<file path="src/rtl/core/mre_pkg.sv">
// ----------------------------------------------------------------------------
// mre_pkg
// Shared types, codes and helpers of the mouse report encoder.
// ----------------------------------------------------------------------------
package mre_pkg;

  localparam int unsigned QUEUE_DEPTH_DEF = 4;
  localparam int unsigned CFG_IDX_W       = 2;
  localparam int unsigned CFG_DATA_W      = 16;
  localparam int unsigned COORD_W         = 16;
  localparam int unsigned NUM_W           = 17;
  localparam int unsigned CODE_W          = 7;

  localparam logic [CFG_IDX_W-1:0] CFG_TRACKING_MODE  = 2'd0;
  localparam logic [CFG_IDX_W-1:0] CFG_SGR_FORMAT     = 2'd1;
  localparam logic [CFG_IDX_W-1:0] CFG_SCREEN_ROWS    = 2'd2;
  localparam logic [CFG_IDX_W-1:0] CFG_SCREEN_COLUMNS = 2'd3;

  localparam logic [1:0] TRK_DISABLED = 2'd0;
  localparam logic [1:0] TRK_NORMAL   = 2'd1;
  localparam logic [1:0] TRK_DRAG     = 2'd2;

  localparam logic [2:0] BTN_LEFT       = 3'd1;
  localparam logic [2:0] BTN_MIDDLE     = 3'd2;
  localparam logic [2:0] BTN_RIGHT      = 3'd3;
  localparam logic [2:0] BTN_WHEEL_UP   = 3'd4;
  localparam logic [2:0] BTN_WHEEL_DOWN = 3'd5;

  localparam logic [7:0] CH_ESC   = 8'h1b;
  localparam logic [7:0] CH_LBRK  = 8'h5b;
  localparam logic [7:0] CH_LT    = 8'h3c;
  localparam logic [7:0] CH_SEMI  = 8'h3b;
  localparam logic [7:0] CH_ZERO  = 8'h30;
  localparam logic [7:0] CH_UPM   = 8'h4d;
  localparam logic [7:0] CH_LOWM  = 8'h6d;
  localparam logic [7:0] LEG_OFS  = 8'h20;

  localparam logic [COORD_W-1:0] LEG_MAX_CELL = 16'd222;

  typedef struct packed {
    logic                sgr;
    logic                up_m;
    logic [CODE_W-1:0]   code;
    logic [NUM_W-1:0]    col1;
    logic [NUM_W-1:0]    row1;
    logic [2:0]          code_pos;
    logic [2:0]          col_pos;
    logic [2:0]          row_pos;
  } job_t;

  function automatic logic [NUM_W-1:0] pow10(input logic [2:0] p);
    logic [NUM_W-1:0] r;
    unique case (p)
      3'd0:    r = 17'd1;
      3'd1:    r = 17'd10;
      3'd2:    r = 17'd100;
      3'd3:    r = 17'd1000;
      3'd4:    r = 17'd10000;
      default: r = 17'd1;
    endcase
    return r;
  endfunction

  // index of the leading decimal digit
  function automatic logic [2:0] dig_pos(input logic [NUM_W-1:0] v);
    logic [2:0] n;
    n = 3'd0;
    for (int k = 1; k < 5; k++) begin
      if (v >= pow10(3'(k))) n = n + 3'd1;
    end
    return n;
  endfunction

endpackage

</file>
<file path="src/rtl/core/mouse_report_encoder_top.sv">
// ----------------------------------------------------------------------------
// mouse_report_encoder_top
// Encodes mouse events into terminal mouse report byte streams.
// ----------------------------------------------------------------------------
// Input channel (in_*): one mouse event per request, accepted when in_valid
// is high and in_stall is low. in_stall rises only while the job queue of
// QUEUE_DEPTH entries is full; filtered events are taken and dropped.
// Output channel (out_*): one report byte per request, out_last marks the
// final byte. Bytes come from an output register; when out_stall is high the
// byte holds and the sequencer waits.
// Config channel (cfg_*): cfg_ready is always high; write only while idle.
// An accepted event is first written to the job queue, then the sequencer pops it.
// Throughput: while out_stall is low the sequencer sends one byte per cycle
// with no gap between reports; a report is 6 bytes in legacy form and up to
// 19 in SGR form.
// Each decimal digit is produced by the sequencer in its own cycle.
// Reset: synchronous, active low; clears the queue, the sequencer and all
// configuration registers (tracking disabled, legacy form, no clamping).
// ----------------------------------------------------------------------------
module mouse_report_encoder_top #(
  parameter int unsigned QUEUE_DEPTH = mre_pkg::QUEUE_DEPTH_DEF
) (
  input  logic                            clk,
  input  logic                            rst_n,
  input  logic                            cfg_valid,
  output logic                            cfg_ready,
  input  logic [mre_pkg::CFG_IDX_W-1:0]   cfg_index,
  input  logic [mre_pkg::CFG_DATA_W-1:0]  cfg_wdata,
  input  logic                            in_valid,
  output logic                            in_stall,
  input  logic [2:0]                      in_button,
  input  logic                            in_pressed,
  input  logic                            in_motion,
  input  logic [2:0]                      in_modifier_keys,
  input  logic [mre_pkg::COORD_W-1:0]     in_row,
  input  logic [mre_pkg::COORD_W-1:0]     in_column,
  output logic                            out_valid,
  input  logic                            out_stall,
  output logic [7:0]                      out_byte,
  output logic                            out_last
);
  import mre_pkg::*;

  logic q_full, q_push, q_valid, q_pop;
  job_t q_wdata, q_rdata;

  mre_front u_front (
    .clk              (clk),
    .rst_n            (rst_n),
    .cfg_valid        (cfg_valid),
    .cfg_ready        (cfg_ready),
    .cfg_index        (cfg_index),
    .cfg_wdata        (cfg_wdata),
    .in_valid         (in_valid),
    .in_stall         (in_stall),
    .in_button        (in_button),
    .in_pressed       (in_pressed),
    .in_motion        (in_motion),
    .in_modifier_keys (in_modifier_keys),
    .in_row           (in_row),
    .in_column        (in_column),
    .q_full           (q_full),
    .q_push           (q_push),
    .q_wdata          (q_wdata)
  );

  mre_queue #(
    .DEPTH (QUEUE_DEPTH)
  ) u_queue (
    .clk       (clk),
    .rst_n     (rst_n),
    .push      (q_push),
    .push_data (q_wdata),
    .pop       (q_pop),
    .full      (q_full),
    .valid     (q_valid),
    .data      (q_rdata)
  );

  mre_back u_back (
    .clk       (clk),
    .rst_n     (rst_n),
    .q_valid   (q_valid),
    .q_data    (q_rdata),
    .q_pop     (q_pop),
    .out_valid (out_valid),
    .out_stall (out_stall),
    .out_byte  (out_byte),
    .out_last  (out_last)
  );

endmodule

</file>
<file path="src/rtl/core/mre_front.sv">
// ----------------------------------------------------------------------------
// mre_front
// Holds configuration, filters events, clamps cells and builds report jobs.
// ----------------------------------------------------------------------------
module mre_front (
  input  logic                            clk,
  input  logic                            rst_n,
  input  logic                            cfg_valid,
  output logic                            cfg_ready,
  input  logic [mre_pkg::CFG_IDX_W-1:0]   cfg_index,
  input  logic [mre_pkg::CFG_DATA_W-1:0]  cfg_wdata,
  input  logic                            in_valid,
  output logic                            in_stall,
  input  logic [2:0]                      in_button,
  input  logic                            in_pressed,
  input  logic                            in_motion,
  input  logic [2:0]                      in_modifier_keys,
  input  logic [mre_pkg::COORD_W-1:0]     in_row,
  input  logic [mre_pkg::COORD_W-1:0]     in_column,
  input  logic                            q_full,
  output logic                            q_push,
  output mre_pkg::job_t                   q_wdata
);
  import mre_pkg::*;

  logic [1:0]         trk_mode_r, trk_mode_nxt;
  logic               sgr_r, sgr_nxt;
  logic [COORD_W-1:0] scr_rows_r, scr_rows_nxt;
  logic [COORD_W-1:0] scr_cols_r, scr_cols_nxt;

  logic               wheel, no_button, keep, far;
  logic [COORD_W-1:0] row_c, col_c;
  logic [CODE_W-1:0]  base, code;
  logic [NUM_W-1:0]   row1, col1;

  assign cfg_ready = 1'b1;
  assign in_stall  = q_full;

  always_comb begin
    trk_mode_nxt = trk_mode_r;
    sgr_nxt      = sgr_r;
    scr_rows_nxt = scr_rows_r;
    scr_cols_nxt = scr_cols_r;
    if (cfg_valid) begin
      unique case (cfg_index)
        CFG_TRACKING_MODE:  trk_mode_nxt = cfg_wdata[1:0];
        CFG_SGR_FORMAT:     sgr_nxt      = cfg_wdata[0];
        CFG_SCREEN_ROWS:    scr_rows_nxt = cfg_wdata;
        CFG_SCREEN_COLUMNS: scr_cols_nxt = cfg_wdata;
        default: ;
      endcase
    end
  end

  always_ff @(posedge clk) begin
    if (!rst_n) begin
      trk_mode_r <= TRK_DISABLED;
      sgr_r      <= 1'b0;
      scr_rows_r <= '0;
      scr_cols_r <= '0;
    end else begin
      trk_mode_r <= trk_mode_nxt;
      sgr_r      <= sgr_nxt;
      scr_rows_r <= scr_rows_nxt;
      scr_cols_r <= scr_cols_nxt;
    end
  end

  always_comb begin
    wheel     = (in_button == BTN_WHEEL_UP) || (in_button == BTN_WHEEL_DOWN);
    no_button = !(wheel || (in_button == BTN_LEFT) || (in_button == BTN_MIDDLE) ||
                  (in_button == BTN_RIGHT));

    row_c = ((scr_rows_r != '0) && (in_row > scr_rows_r - 16'd1)) ?
            scr_rows_r - 16'd1 : in_row;
    col_c = ((scr_cols_r != '0) && (in_column > scr_cols_r - 16'd1)) ?
            scr_cols_r - 16'd1 : in_column;
    row1  = {1'b0, row_c} + 17'd1;
    col1  = {1'b0, col_c} + 17'd1;

    unique case (in_button)
      BTN_LEFT:       base = 7'd0;
      BTN_MIDDLE:     base = 7'd1;
      BTN_RIGHT:      base = 7'd2;
      BTN_WHEEL_UP:   base = 7'd64;
      BTN_WHEEL_DOWN: base = 7'd65;
      default:        base = 7'd3;
    endcase
    // legacy release loses the button identity
    if (!sgr_r && !in_pressed && !in_motion && !wheel) base = 7'd3;
    code = base | (in_motion ? 7'd32 : 7'd0) | {2'b00, in_modifier_keys, 2'b00};

    far  = !sgr_r && ((col_c > LEG_MAX_CELL) || (row_c > LEG_MAX_CELL));
    keep = (trk_mode_r != TRK_DISABLED) && !far &&
           !(in_motion && ((trk_mode_r == TRK_NORMAL) ||
                           ((trk_mode_r == TRK_DRAG) && no_button)));

    q_push           = in_valid && !q_full && keep;
    q_wdata.sgr      = sgr_r;
    q_wdata.up_m     = in_pressed || in_motion || wheel;
    q_wdata.code     = code;
    q_wdata.col1     = col1;
    q_wdata.row1     = row1;
    q_wdata.code_pos = dig_pos({10'd0, code});
    q_wdata.col_pos  = dig_pos(col1);
    q_wdata.row_pos  = dig_pos(row1);
  end

endmodule

</file>
<file path="src/rtl/core/mre_queue.sv">
// ----------------------------------------------------------------------------
// mre_queue
// Small job FIFO between the front classifier and the byte sequencer.
// ----------------------------------------------------------------------------
module mre_queue #(
  parameter int unsigned DEPTH = mre_pkg::QUEUE_DEPTH_DEF
) (
  input  logic          clk,
  input  logic          rst_n,
  input  logic          push,
  input  mre_pkg::job_t push_data,
  input  logic          pop,
  output logic          full,
  output logic          valid,
  output mre_pkg::job_t data
);
  import mre_pkg::*;

  localparam int unsigned PTR_W = (DEPTH > 1) ? $clog2(DEPTH) : 1;
  localparam int unsigned CNT_W = $clog2(DEPTH + 1);

  job_t             mem_r [DEPTH];
  logic [PTR_W-1:0] wr_ptr_r, wr_ptr_nxt;
  logic [PTR_W-1:0] rd_ptr_r, rd_ptr_nxt;
  logic [CNT_W-1:0] cnt_r, cnt_nxt;
  logic             do_push, do_pop;

  assign full    = (cnt_r == CNT_W'(DEPTH));
  assign valid   = (cnt_r != '0);
  assign data    = mem_r[rd_ptr_r];
  assign do_push = push && !full;
  assign do_pop  = pop && valid;

  always_comb begin
    wr_ptr_nxt = wr_ptr_r;
    rd_ptr_nxt = rd_ptr_r;
    cnt_nxt    = cnt_r;
    if (do_push) begin
      wr_ptr_nxt = (wr_ptr_r == PTR_W'(DEPTH - 1)) ? '0 : wr_ptr_r + PTR_W'(1);
    end
    if (do_pop) begin
      rd_ptr_nxt = (rd_ptr_r == PTR_W'(DEPTH - 1)) ? '0 : rd_ptr_r + PTR_W'(1);
    end
    if (do_push && !do_pop) cnt_nxt = cnt_r + CNT_W'(1);
    else if (do_pop && !do_push) cnt_nxt = cnt_r - CNT_W'(1);
  end

  always_ff @(posedge clk) begin
    if (!rst_n) begin
      wr_ptr_r <= '0;
      rd_ptr_r <= '0;
      cnt_r    <= '0;
    end else begin
      wr_ptr_r <= wr_ptr_nxt;
      rd_ptr_r <= rd_ptr_nxt;
      cnt_r    <= cnt_nxt;
    end
  end

  always_ff @(posedge clk) begin
    if (do_push) mem_r[wr_ptr_r] <= push_data;
  end

endmodule

</file>
<file path="src/rtl/core/mre_back.sv">
// ----------------------------------------------------------------------------
// mre_back
// Byte sequencer: turns one job into the report bytes, one digit per cycle unless out_stall holds it.
// ----------------------------------------------------------------------------
module mre_back (
  input  logic          clk,
  input  logic          rst_n,
  input  logic          q_valid,
  input  mre_pkg::job_t q_data,
  output logic          q_pop,
  output logic          out_valid,
  input  logic          out_stall,
  output logic [7:0]    out_byte,
  output logic          out_last
);
  import mre_pkg::*;

  typedef enum logic [5:0] {
    ST_IDLE = 6'b000001,
    ST_HDR  = 6'b000010,
    ST_LEG  = 6'b000100,
    ST_NUM  = 6'b001000,
    ST_SEP  = 6'b010000,
    ST_TAIL = 6'b100000
  } state_t;

  typedef enum logic [1:0] {
    FLD_CODE = 2'd0,
    FLD_COL  = 2'd1,
    FLD_ROW  = 2'd2
  } fld_t;

  state_t           st_r, st_nxt;
  job_t             job_r, job_nxt;
  logic [1:0]       cnt_r, cnt_nxt;
  fld_t             fld_r, fld_nxt;
  logic [2:0]       pos_r, pos_nxt;
  logic [NUM_W-1:0] rem_r, rem_nxt;
  logic             out_valid_r, out_valid_nxt;
  logic [7:0]       out_byte_r, out_byte_nxt;
  logic             out_last_r, out_last_nxt;

  logic             adv, emit, last_v;
  logic [7:0]       byte_v;
  logic [NUM_W-1:0] pw, sub;
  logic [3:0]       dig;

  assign adv       = !out_valid_r || !out_stall;
  assign out_valid = out_valid_r;
  assign out_byte  = out_byte_r;
  assign out_last  = out_last_r;

  always_comb begin
    pw  = pow10(pos_r);
    dig = 4'd0;
    sub = '0;
    for (int k = 1; k < 10; k++) begin
      if (rem_r >= NUM_W'(k) * pw) begin
        dig = 4'(k);
        sub = NUM_W'(k) * pw;
      end
    end
  end

  always_comb begin
    st_nxt  = st_r;
    job_nxt = job_r;
    cnt_nxt = cnt_r;
    fld_nxt = fld_r;
    pos_nxt = pos_r;
    rem_nxt = rem_r;
    q_pop   = 1'b0;
    emit    = 1'b0;
    byte_v  = CH_ESC;
    last_v  = 1'b0;
    if (adv) begin
      unique case (st_r)
        ST_IDLE: begin
          if (q_valid) begin
            q_pop   = 1'b1;
            job_nxt = q_data;
            emit    = 1'b1;
            byte_v  = CH_ESC;
            cnt_nxt = 2'd0;
            st_nxt  = ST_HDR;
          end
        end
        ST_HDR: begin
          emit = 1'b1;
          if (cnt_r == 2'd0) begin
            byte_v  = CH_LBRK;
            cnt_nxt = 2'd1;
          end else if (job_r.sgr) begin
            byte_v  = CH_LT;
            fld_nxt = FLD_CODE;
            rem_nxt = {10'd0, job_r.code};
            pos_nxt = job_r.code_pos;
            st_nxt  = ST_NUM;
          end else begin
            byte_v  = CH_UPM;
            cnt_nxt = 2'd0;
            st_nxt  = ST_LEG;
          end
        end
        ST_LEG: begin
          emit    = 1'b1;
          cnt_nxt = cnt_r + 2'd1;
          unique case (cnt_r)
            2'd0:    byte_v = LEG_OFS + {1'b0, job_r.code};
            2'd1:    byte_v = LEG_OFS + job_r.col1[7:0];
            default: begin
              byte_v = LEG_OFS + job_r.row1[7:0];
              last_v = 1'b1;
              st_nxt = ST_IDLE;
            end
          endcase
        end
        ST_NUM: begin
          emit    = 1'b1;
          byte_v  = CH_ZERO + {4'd0, dig};
          rem_nxt = rem_r - sub;
          pos_nxt = pos_r - 3'd1;
          if (pos_r == 3'd0) st_nxt = (fld_r == FLD_ROW) ? ST_TAIL : ST_SEP;
        end
        ST_SEP: begin
          emit   = 1'b1;
          byte_v = CH_SEMI;
          st_nxt = ST_NUM;
          if (fld_r == FLD_CODE) begin
            fld_nxt = FLD_COL;
            rem_nxt = job_r.col1;
            pos_nxt = job_r.col_pos;
          end else begin
            fld_nxt = FLD_ROW;
            rem_nxt = job_r.row1;
            pos_nxt = job_r.row_pos;
          end
        end
        ST_TAIL: begin
          emit   = 1'b1;
          byte_v = job_r.up_m ? CH_UPM : CH_LOWM;
          last_v = 1'b1;
          st_nxt = ST_IDLE;
        end
        default: st_nxt = ST_IDLE;
      endcase
    end
  end

  always_comb begin
    out_valid_nxt = out_valid_r;
    out_byte_nxt  = out_byte_r;
    out_last_nxt  = out_last_r;
    if (adv) begin
      out_valid_nxt = emit;
      out_byte_nxt  = byte_v;
      out_last_nxt  = last_v;
    end
  end

  always_ff @(posedge clk) begin
    if (!rst_n) begin
      st_r        <= ST_IDLE;
      cnt_r       <= 2'd0;
      out_valid_r <= 1'b0;
    end else begin
      st_r        <= st_nxt;
      cnt_r       <= cnt_nxt;
      out_valid_r <= out_valid_nxt;
    end
  end

  always_ff @(posedge clk) begin
    job_r      <= job_nxt;
    fld_r      <= fld_nxt;
    pos_r      <= pos_nxt;
    rem_r      <= rem_nxt;
    out_byte_r <= out_byte_nxt;
    out_last_r <= out_last_nxt;
  end

endmodule
</file>
<file path="config.mk">
export PLATFORM = sky130hd
export DESIGN_NAME = mouse_report_encoder_top
export DESIGN_NICKNAME = d
export VERILOG_FILES = /design/src/rtl/core/mre_pkg.sv /design/src/rtl/core/mouse_report_encoder_top.sv /design/src/rtl/core/mre_front.sv /design/src/rtl/core/mre_queue.sv /design/src/rtl/core/mre_back.sv
export SDC_FILE = /design/constraint.sdc
export NUM_CORES = 1
export LEC_CHECK = 0
export BUFFER_PORTS_ARGS = -buffer_cell sky130_fd_sc_hd__buf_2
export CAP_MARGIN = 20
export CORE_MARGIN = 4
export CORE_UTILIZATION = 57
export DETAILED_ROUTE_END_ITERATION = 7
export HOLD_SLACK_MARGIN = 0.15
export PLACE_DENSITY = 0.81
export SYNTH_ARGS = -nofsm -noshare
export SYNTH_HDL_FRONTEND = slang
export SYNTH_SLANG_ARGS = --single-unit
</file>
<file path="constraint.sdc">
create_clock -name clk -period 8.6 [get_ports clk]
set_input_delay 1.72 -clock clk [delete_from_list [all_inputs] [get_ports clk]]
set_output_delay 1.72 -clock clk [all_outputs]
set_load 0.03 [all_outputs]
</file>
==> results.json, run 1 <==
{
  "fin_area_sq_um": 24540,
  "setup_viol": 0,
  "dieWidth_um": 204.5,
  "arrival_ps": 8550,
  "dieArea_sq_um": 41800,
  "firstDrtPassIters": 6,
  "portBuffers": 73,
  "place_area_sq_um": 23270,
  "grt_max_degree": 54,
  "min_period_ps": 8331,
  "htree_levels": 2,
  "peakVddDrop_v": 0.0001739,
  "cts_root_buf": "clkbuf_16",
  "antenna_found_initial": 1,
  "vias_per_cell": 6.530,
  "p_sw_share_pct": 30.87,
  "tightestPinTransition_ps": 1060,
  "timing_hold_violations_final": 0,
  "crit_path_frequent_cell": "a21oi_2",
  "p_int_mw": 3.342,
  "start_util_pct": 58.13,
  "drive_gt1_share_pct": 14.35,
  "period_share_pct": 96.87,
  "crit_path_max_incr_delay_ps": 560,
  "ys_warn_count": 0,
  "finalMaxSlewViolations": 0,
  "finalSetupTns_ps": 0,
  "layout_setup_ws_ps": 269.1,
  "nets": 2423,
  "maxSlewHeadroom_pct": 29.14,
  "clock_sinks": 337,
  "antenna_left": 0,
  "status": "finished, final reports clean",
  "synthCells": 2029,
  "cts_made_buffers": 34,
  "cts_max_path_buffers": 3,
  "p_switching_mw": 1.492,
  "clkLatencyLatePin_ps": 520,
  "required_ps": 8820,
  "diodes": 0,
  "synth_seq_cells": 337,
  "cts_tree": "built",
  "synth.avg_cell_area_sq_um": 10.84,
  "grtUsageTotal_pct": 29.51,
  "clock_power_share_pct": 28.9,
  "netlist_area_sq_um": 22000,
  "leakagePower_nw": 9.412,
  "max_clock_freq_mhz": 120.0,
  "synthArstFlopShare_pct": 0,
  "post-route-drc-count": 0,
  "ys.flop_type": "edfxtp_1",
  "crit_slowest_cell": "fa_2",
  "wirelength_um": 62800,
  "combinationalPowerShare_pct": 25.9,
  "dp_hpwl_um": 45720,
  "gp_congestion": 1.039,
  "skew_ps": 26.49,
  "grt_overflow_total": 0,
  "post-place-ws_ps": -354.7,
  "io_pins": 75,
  "crit_type": "reg2reg",
  "die_h_um": 204.5,
  "vias": 17448,
  "coreArea_sq_um": 37840,
  "hold_slack_ps": 489.8,
  "std_cell_rows": 71,
  "path_max_fanout": 10,
  "design_power_total_mw": 4.834,
  "grt_pass1_wl_um": 96430,
  "holdBufCountCts": 0,
  "synth_edf_count": 286,
  "endpoint_kind": "register",
  "drtIter0Drc": 1633,
  "area_growth_pct": 11.56,
  "hp-class": "reg2reg",
  "cap_violations": 0,
  "ys_seq_area_share_pct": 43.68,
  "grt_pass1_vias": 17028,
  "startpoint_type": "register",
  "routedWlPerCell_um": 23.50,
  "p_per_area_nw_per_um2": 197.0,
  "clk_pin_slew_ps": 70,
  "seq_power_share_pct": 45.2,
  "synth.distinct_cells": 91
}
## final cells by class
type | instances | area (sq um)
Multi-Input combinational cell | 1541 | 11970
Timing Repair Buffer | 151 | 1001
Clock inverter | 14 | 125.1
Clock buffer | 43 | 905.9
Inverter | 75 | 281.5
Sequential cell | 337 | 9614
Tap cell | 511 | 639.4
Fill cell | 2925 | 13300
## critical path, delay by kind of cell (launching register included)
kind / cells / cell delay (ps)
adder cells (fa/ha/maj): 5 / 1710
XOR/XNOR: 2 / 330
AO/OA/AOI/OAI: 20 / 3410
AND/OR/NAND/NOR: 8 / 1240
flip-flops: 1 / 490
buffers and inverters: 6 / 830
## kinds of logic (layout without fill, tap and decap cells)
family,count (synthesis),after routing,synth area share (%)
adders and majority gates,221,221,12.90
other,2,7,0.03414
DFF,337,337,43.68
AOI/OAI and AO/OA,499,499,15.15
buffers and inverters,156,283,2.770
xor gates and xnor gates,115,115,4.579
and+or+nand+nor,612,612,13.94
muxes,87,87,6.945
## placed cells by master, fill, tap and decap left out, types with 9 or more instances in the layout
cell type and n:
mux2i_1 30, clkbuf_16 35, nor4_1 25, buf_4 74, a21boi_0 44, nand2b_1 21
a21oi_1 111, mux4_2 52, o21a_1 15, a21o_1 34, and3_1 16, edfxtp_1 286
xnor2_1 66, nand3_1 38, o221ai_1 10, dfxtp_1 49, and2_1 12, nor2_1 105
o211ai_1 20, a22oi_1 21, or4_1 14, nand3b_1 9, nor3b_1 11, buf_2 73
or2_2 10, nor2b_1 32, a211oi_1 9, xor2_1 48, nor3_1 39, o21ai_0 101
or3_1 16, inv_1 71, nand2_1 201, nand4_1 27, a31oi_1 15, ha_1 207
o21bai_1 9
## power by group through the flow
stage	clock (mW)	sequential (mW)	combinational, mW
after floorplan	0	2.16	0.887
after global placement	0	2.20	1.19
after detailed placement	0	2.21	1.23
after CTS	1.41	2.18	1.25
after global routing	1.49	2.19	1.37
final	1.40	2.18	1.25
## layer usage
layer	GRT usage [%]	wire [um]	vias to the layer above	share of wire, %
li1	-	-	7937	-
met1	37.94	24510	8490	39
met2	50.69	30720	842	49
met3	5.062	5080	177	8.1
met4	10.39	2470	2	3.9
met5	0	13	-	0.021
## cell usage after synthesis, types with 27 or more instances
cell | number | area (sq um)
o21ai_0 | 107 | 535.5
dfxtp_1 | 51 | 1021
a21oi_1 | 119 | 595.6
nor2_1 | 106 | 397.9
a21o_1 | 34 | 255.2
xor2_1 | 48 | 420.4
xnor2_1 | 67 | 586.8
mux2i_1 | 30 | 300.3
nor4_1 | 27 | 168.9
inv_1 | 74 | 277.8
a21boi_0 | 44 | 330.3
mux4_2 | 52 | 1171
nand4_1 | 27 | 168.9
nand2_1 | 202 | 758.2
nor3_1 | 41 | 205.2
nand3_1 | 38 | 190.2
nor2b_1 | 36 | 225.2
clkbuf_1 | 65 | 244.0
ha_1 | 210 | 2628
edfxtp_1 | 286 | 8588
## path summary, 6_finish.rpt
| check | start | end | slack, ps | cells past startpoint |
|---|---|---|---|---|
| worst max-delay path | u_back.pos_r[0]$_DFFE_PP_ | u_back.rem_r[16]$_DFFE_PP_ | 270 | 41 |
| worst max register to register | u_back.pos_r[0]$_DFFE_PP_ | u_back.rem_r[16]$_DFFE_PP_ | 270 | 41 |
| worst min register to register | u_back.cnt_r[1]$_SDFFE_PN0P_ | u_back.cnt_r[1]$_SDFFE_PN0P_ | 490 | 2 |
| worst min-delay path | u_back.cnt_r[1]$_SDFFE_PN0P_ | u_back.cnt_r[1]$_SDFFE_PN0P_ | 490 | 2 |
## repair_timing
action,CTS,global route
cloned,0,0
buffers inserted,6,8
endpoints found under the setup margin,1,6
gates resized for setup,7,29
pin swaps,6,25
## through the flow
step           util, %  instances
3_3_place_gp     61.49       2601
3_5_place_dp     61.49       2601
2_1_floorplan        -       2034
4_1_cts          64.41       2664
5_1_grt          64.84       2672
6_report         64.84       2672
## flip-flops by register name, indices dropped and copies added, names as in the netlist
register and flops:
u_back.out_valid 1, u_back.fld_r 2, u_queue.mem_r 204, u_front.sgr_r 1, u_back.out_last 1, u_front.scr_rows_r 16, u_back.pos_r 3, u_back.out_byte 8
u_back.cnt_r 2, u_front.trk_mode_r 2, u_back.st_r 6, u_queue.wr_ptr_r 2, u_queue.cnt_r 3, u_queue.rd_ptr_r 2, u_back.rem_r 17, u_back.job_r 51
u_front.scr_cols_r 16
Power figures use the tool's default switching activity.
==> inputs of run 2 (changes only) <==
--- a/config.mk
+++ b/config.mk
@@ -5,7 +5,7 @@
 export SDC_FILE = /design/constraint.sdc
 export NUM_CORES = 1
 export LEC_CHECK = 0
-export BUFFER_PORTS_ARGS = -buffer_cell sky130_fd_sc_hd__buf_2
+export BUFFER_PORTS_ARGS = -buffer_cell sky130_fd_sc_hd__clkbuf_2
 export CAP_MARGIN = 20
 export CORE_MARGIN = 4
 export CORE_UTILIZATION = 57
==> results.json, run 2 (synthesis results as in run 1) <==
{
  "grt_pass1_wl_um": 96540,
  "holdBufCountCts": 0,
  "required_ps": 8860,
  "p_sw_share_pct": 30.37,
  "rsz0062_at_grt": "true",
  "gp_congestion": 1.027,
  "drive_gt1_share_pct": 14.68,
  "vias_per_cell": 6.561,
  "clkLatencyLatePin_ps": 540,
  "grtUsageTotal_pct": 29.33,
  "crit_family": "compound AO/OA/AOI/OAI gates",
  "p_per_area_nw_per_um2": 205.4,
  "peakVddDrop_v": 0.0001412,
  "cts_tree": "built",
  "io_pins": 75,
  "coreArea_sq_um": 37840,
  "crit_path_max_incr_delay_ps": 580,
  "cts_root_buf": "clkbuf_16",
  "startpoint_type": "register",
  "dp_cells": 2591,
  "seq_power_share_pct": 43.3,
  "timing_hold_violations_final": 0,
  "p_switching_mw": 1.539,
  "final_cell_mix": "edfxtp_1, ha_1, nand2_1, a21oi_1, nor2_1",
  "grt_max_degree": 54,
  "diodes": 0,
  "design_power_total_mw": 5.067,
  "period_share_pct": 97.95,
  "fillers": 2870,
  "hp-class": "reg2reg",
  "crit_type": "reg2reg",
  "top_register": "u_queue.mem_r",
  "cap_violations": 0,
  "clock_sinks": 337,
  "final_common_cell": "edfxtp_1",
  "min_period_ps": 8424,
  "nets": 2409,
  "dieWidth_um": 204.5,
  "crit_path_frequent_cell": "a21oi_1",
  "max_clock_freq_mhz": 118.7,
  "crit_slowest_cell": "fa_2",
  "largestRegisters": "u_queue.mem_r x204, u_back.job_r x51, u_back.rem_r x17",
  "arrival_ps": 8680,
  "cts_max_path_buffers": 3,
  "utilization_pct": 65.20,
  "area_growth_pct": 12.16,
  "status": "finished, final reports clean",
  "grt_pass1_vias": 17110,
  "final-seq-area_sq_um": 9614,
  "setup_viol": 0,
  "start_util_pct": 58.13,
  "hold_slack_ps": 472.1,
  "path_max_fanout": 10,
  "p_int_mw": 3.528,
  "endpoint_kind": "register",
  "leakagePower_nw": 9.446,
  "vias": 17472,
  "reg2reg_slack_ps": 180,
  "antenna_found_initial": 2,
  "post-place-ws_ps": -132.0,
  "maxSlewHeadroom_pct": 29.59,
  "portBuffers": 73,
  "dp_hpwl_um": 44630,
  "layout_setup_ws_ps": 175.9,
  "finalMaxSlewViolations": 0,
  "combinationalPowerShare_pct": 24.5,
  "largest_reg_flops": 204,
  "tightestPinTransition_ps": 1053,
  "drtIter0Drc": 1683,
  "dieArea_sq_um": 41800,
  "instances_no_fill": 2663,
  "std_cell_rows": 71,
  "cts_made_buffers": 34,
  "post-route-drc-count": 0,
  "skew_ps": 25.66,
  "wirelength_um": 62500,
  "multi_input_area_sq_um": 12020,
  "clock_power_share_pct": 32.2,
  "cp_num_buf_inv": 7,
  "firstDrtPassIters": 6,
  "antenna_left": 0,
  "routedWlPerCell_um": 23.47,
  "htree_levels": 2,
  "die_h_um": 204.5,
  "grt_overflow_total": 0,
  "clk_pin_slew_ps": 70
}
-- run 2: cell count changes in the layout (fill, tap and decap cells not counted), moves of 4 or more --
cell,previous run,this run
buf_2,73,1
buf_4,74,61
bufinv_16,2,8
clkbuf_1,8,1
clkbuf_2,0,73
o21ai_2,1,5
-- run 2: repair_timing --
item / 4_1_cts / 5_1_grt
resized for setup: 3 / 43
setup buffers: 0 / 9
endpoints found under the setup margin: 1 / 25
endpoints found under the hold margin: 0 / 0
pin swaps: 0 / 24
-- run 2: area by class of cell --
type / instances / area share, %
sequential: 337 / 38.97
inverter: 75 / 1.141
tap: 511 / 2.591
clock inverter: 26 / 1.481
multi-input combinational: 1541 / 48.73
timing repair buffer: 137 / 3.519
clock buffer: 36 / 3.565
-- run 2: final timing paths --
path | start | endpoint | cells after the start
setup / recovery | u_back.pos_r[0]$_DFFE_PP_ | u_back.rem_r[16]$_DFFE_PP_ | 42
setup reg to reg | u_back.pos_r[0]$_DFFE_PP_ | u_back.rem_r[16]$_DFFE_PP_ | 42
hold reg to reg | u_back.cnt_r[1]$_SDFFE_PN0P_ | u_back.cnt_r[1]$_SDFFE_PN0P_ | 2
hold / removal | u_back.cnt_r[1]$_SDFFE_PN0P_ | u_back.cnt_r[1]$_SDFFE_PN0P_ | 2
-- run 2: power by group through the flow --
| stage | logic [mW] | clock network [mW] | registers (mW) |
|---|---|---|---|
| 3_3_place_gp | 1.17 | 0 | 2.21 |
| 4_1_cts | 1.23 | 1.65 | 2.19 |
| 2_1_floorplan | 0.887 | 0 | 2.16 |
| 3_5_place_dp | 1.21 | 0 | 2.22 |
| 5_1_grt | 1.35 | 1.72 | 2.20 |
| 6_report | 1.24 | 1.63 | 2.19 |
-- run 2: stage by stage --
step	area, sq um	TNS (ps)
finish	24670	0
floorplan	22020	0
CTS	24430	0
global placement	23170	0
global route	24670	-330.7
detailed placement	23170	-132.0
-- run 2: worst reg2reg max path: cells and delay by family (launching register included) --
family	cells	cell delay, ps
flip-flops	1	450
AND/OR/NAND/NOR	9	1390
buffers and inverters	7	820
adder cells (fa/ha/maj)	5	1680
XOR/XNOR	2	320
AO/OA/AOI/OAI	19	3510
-- run 2: per-layer routing --
metal / vias up / GRT usage [%] / wire, um
met5: - / 0 / 35
met4: 4 / 10.62 / 2403
met3: 174 / 4.871 / 5482
met1: 8442 / 38.72 / 24410
li1: 7941 / - / -
met2: 911 / 49.22 / 30170
==> inputs of run 3 (changes only) <==
--- a/config.mk
+++ b/config.mk
@@ -7,11 +7,12 @@
 export LEC_CHECK = 0
 export BUFFER_PORTS_ARGS = -buffer_cell sky130_fd_sc_hd__clkbuf_2
 export CAP_MARGIN = 20
-export CORE_MARGIN = 4
+export CORE_MARGIN = 3
 export CORE_UTILIZATION = 57
 export DETAILED_ROUTE_END_ITERATION = 7
 export HOLD_SLACK_MARGIN = 0.15
 export PLACE_DENSITY = 0.81
+export SKIP_LAST_GASP = 1
 export SYNTH_ARGS = -nofsm -noshare
 export SYNTH_HDL_FRONTEND = slang
 export SYNTH_SLANG_ARGS = --single-unit
==> constraint.sdc (replaced) <==
create_clock -name clk -period 7.4 [get_ports clk]
set_input_delay 1.48 -clock clk [delete_from_list [all_inputs] [get_ports clk]]
set_output_delay 1.48 -clock clk [all_outputs]
set_load 0.03 [all_outputs]
==> results.json, run 3 (synthesis results as in run 1) <==
{
  "status": "finished with violations",
  "violations": "setup timing",
  "clkLatencyLatePin_ps": 550,
  "holdBufCountCts": 0,
  "post-place-ws_ps": -764.8,
  "portBuffers": 73,
  "min_period_ps": 7982,
  "area_growth_pct": 18.95,
  "grt_max_degree": 54,
  "arrival_ps": 8240,
  "required_ps": 7660,
  "leakagePower_nw": 10.31,
  "period_share_pct": 107.9,
  "dp_hpwl_um": 48030,
  "vias_per_cell": 6.418,
  "skew_ps": 38.88,
  "htree_levels": 2,
  "vias": 18202,
  "crit_end": "u_back.rem_r[16]$_DFFE_PP_",
  "regToRegEndpoint": "u_back.rem_r[16]$_DFFE_PP_",
  "grtUsageTotal_pct": 32.07,
  "rsz0062_at_grt": "true",
  "setup_viol": 8,
  "crit_path_frequent_cell": "a21oi_2",
  "cts_made_buffers": 34,
  "crit_slowest_cell": "fa_2",
  "largestRegisters": "u_queue.mem_r x204, u_back.job_r x51, u_back.rem_r x17",
  "cap_violations": 0,
  "grt_overflow_total": 0,
  "largest_reg_flops": 204,
  "design_power_total_mw": 5.788,
  "final_cell_mix": "edfxtp_1, buf_4, ha_1, nand2_1, a21oi_1",
  "hp-class": "reg2reg",
  "finalMaxSlewViolations": 0,
  "place_area_sq_um": 24440,
  "endpoint_kind": "register",
  "utilization_pct": 69.14,
  "gp_congestion": 1.038,
  "routedWlPerCell_um": 23.53,
  "die_h_um": 202.5,
  "path_max_fanout": 5,
  "r2r-start": "u_back.pos_r[0]$_DFFE_PP_",
  "post-route-drc-count": 0,
  "hold_depth": 2,
  "antenna_left": 0,
  "dieWidth_um": 202.5,
  "tightestPinTransition_ps": 1171,
  "worst_r2r_path_depth": 39,
  "max_clock_freq_mhz": 125.3,
  "std_cell_rows": 71,
  "io_pins": 75,
  "dp_cells": 2739,
  "start_util_pct": 58.13,
  "timing_hold_violations_final": 0,
  "reg2reg_slack_ps": -580,
  "nets": 2583,
  "top_register": "u_queue.mem_r",
  "hold_slack_ps": 491.9,
  "instances_no_fill": 2836,
  "antenna_found_initial": 1,
  "clk_pin_slew_ps": 70,
  "firstDrtPassIters": 6,
  "fin_area_sq_um": 26170,
  "cts_max_path_buffers": 3,
  "layout_setup_ws_ps": -581.8,
  "coreArea_sq_um": 37840,
  "dieArea_sq_um": 40990,
  "crit_type": "reg2reg",
  "drtIter0Drc": 1613,
  "wirelength_um": 66720,
  "crit_path_max_incr_delay_ps": 500,
  "grt_pass1_vias": 17870,
  "maxSlewHeadroom_pct": 21.09,
  "p_per_area_nw_per_um2": 221.2,
  "diodes": 0,
  "drive_gt1_share_pct": 22.84,
  "cts_tree": "built",
  "finalSetupTns_ps": -2807,
  "final_common_cell": "edfxtp_1",
  "grt_pass1_wl_um": 102600,
  "crit_start": "u_back.pos_r[0]$_DFFE_PP_",
  "cts_root_buf": "clkbuf_16",
  "clock_sinks": 337,
  "startpoint_type": "register",
  "peakVddDrop_v": 0.0002504
}
[run 3: cell type report]
cell class | count | area, sq um
multi-input combinational | 1541 | 12280
fill | 2773 | 11680
inverter | 75 | 289.0
clock inverter | 23 | 244.0
tap | 511 | 639.4
clock buffer | 38 | 865.8
timing repair buffer | 311 | 2233
sequential | 337 | 9614
[run 3: report_power, final]
| group | switching (mW) | total [mW] | internal, mW |
|---|---|---|---|
| registers | 0.145 | 2.54 | 2.40 |
| logic | 0.920 | 1.51 | 0.587 |
| clock network | 0.743 | 1.74 | 0.995 |
[run 3: layer usage]
layer / up-vias / share of wire, % / track usage, %
met1: 8765 / 39 / 41.74
met2: 919 / 48 / 53.77
li1: 8294 / - / -
met5: - / 0 / 0
met4: 0 / 5.4 / 14.58
met3: 224 / 7.6 / 4.489
[run 3: worst min path at each step]
| stage | startpoint | to |
|---|---|---|
| 3_5_place_dp | u_back.cnt_r[1]$_SDFFE_PN0P_ | u_back.cnt_r[1]$_SDFFE_PN0P_ |
| 4_1_cts | u_back.cnt_r[1]$_SDFFE_PN0P_ | u_back.cnt_r[1]$_SDFFE_PN0P_ |
| 3_3_place_gp | u_back.cnt_r[1]$_SDFFE_PN0P_ | u_back.cnt_r[1]$_SDFFE_PN0P_ |
| 6_report | u_back.cnt_r[1]$_SDFFE_PN0P_ | u_back.cnt_r[1]$_SDFFE_PN0P_ |
| 2_1_floorplan | u_back.cnt_r[1]$_SDFFE_PN0P_ | u_back.cnt_r[1]$_SDFFE_PN0P_ |
| 5_1_grt | u_back.cnt_r[1]$_SDFFE_PN0P_ | u_back.cnt_r[1]$_SDFFE_PN0P_ |
[run 3: timing repair]
| item | CTS | global route |
|---|---|---|
| gates resized for setup | 30 | 54 |
| endpoints found under the setup margin | 13 | 33 |
| hold endpoints to repair | 0 | 0 |
| pin swaps | 41 | 47 |
| buffers inserted | 17 | 21 |
[run 3: worst max-delay path: cells and delay by family, from the launching register on]
kind                       cells  cell delay [ps]
adders and majority gates      5             1660
AOI/OAI and AO/OA             17             2930
xor gates and xnor gates       2              310
and+or+nand+nor               11             1800
buffers and inverters          4              520
DFF                            1              470
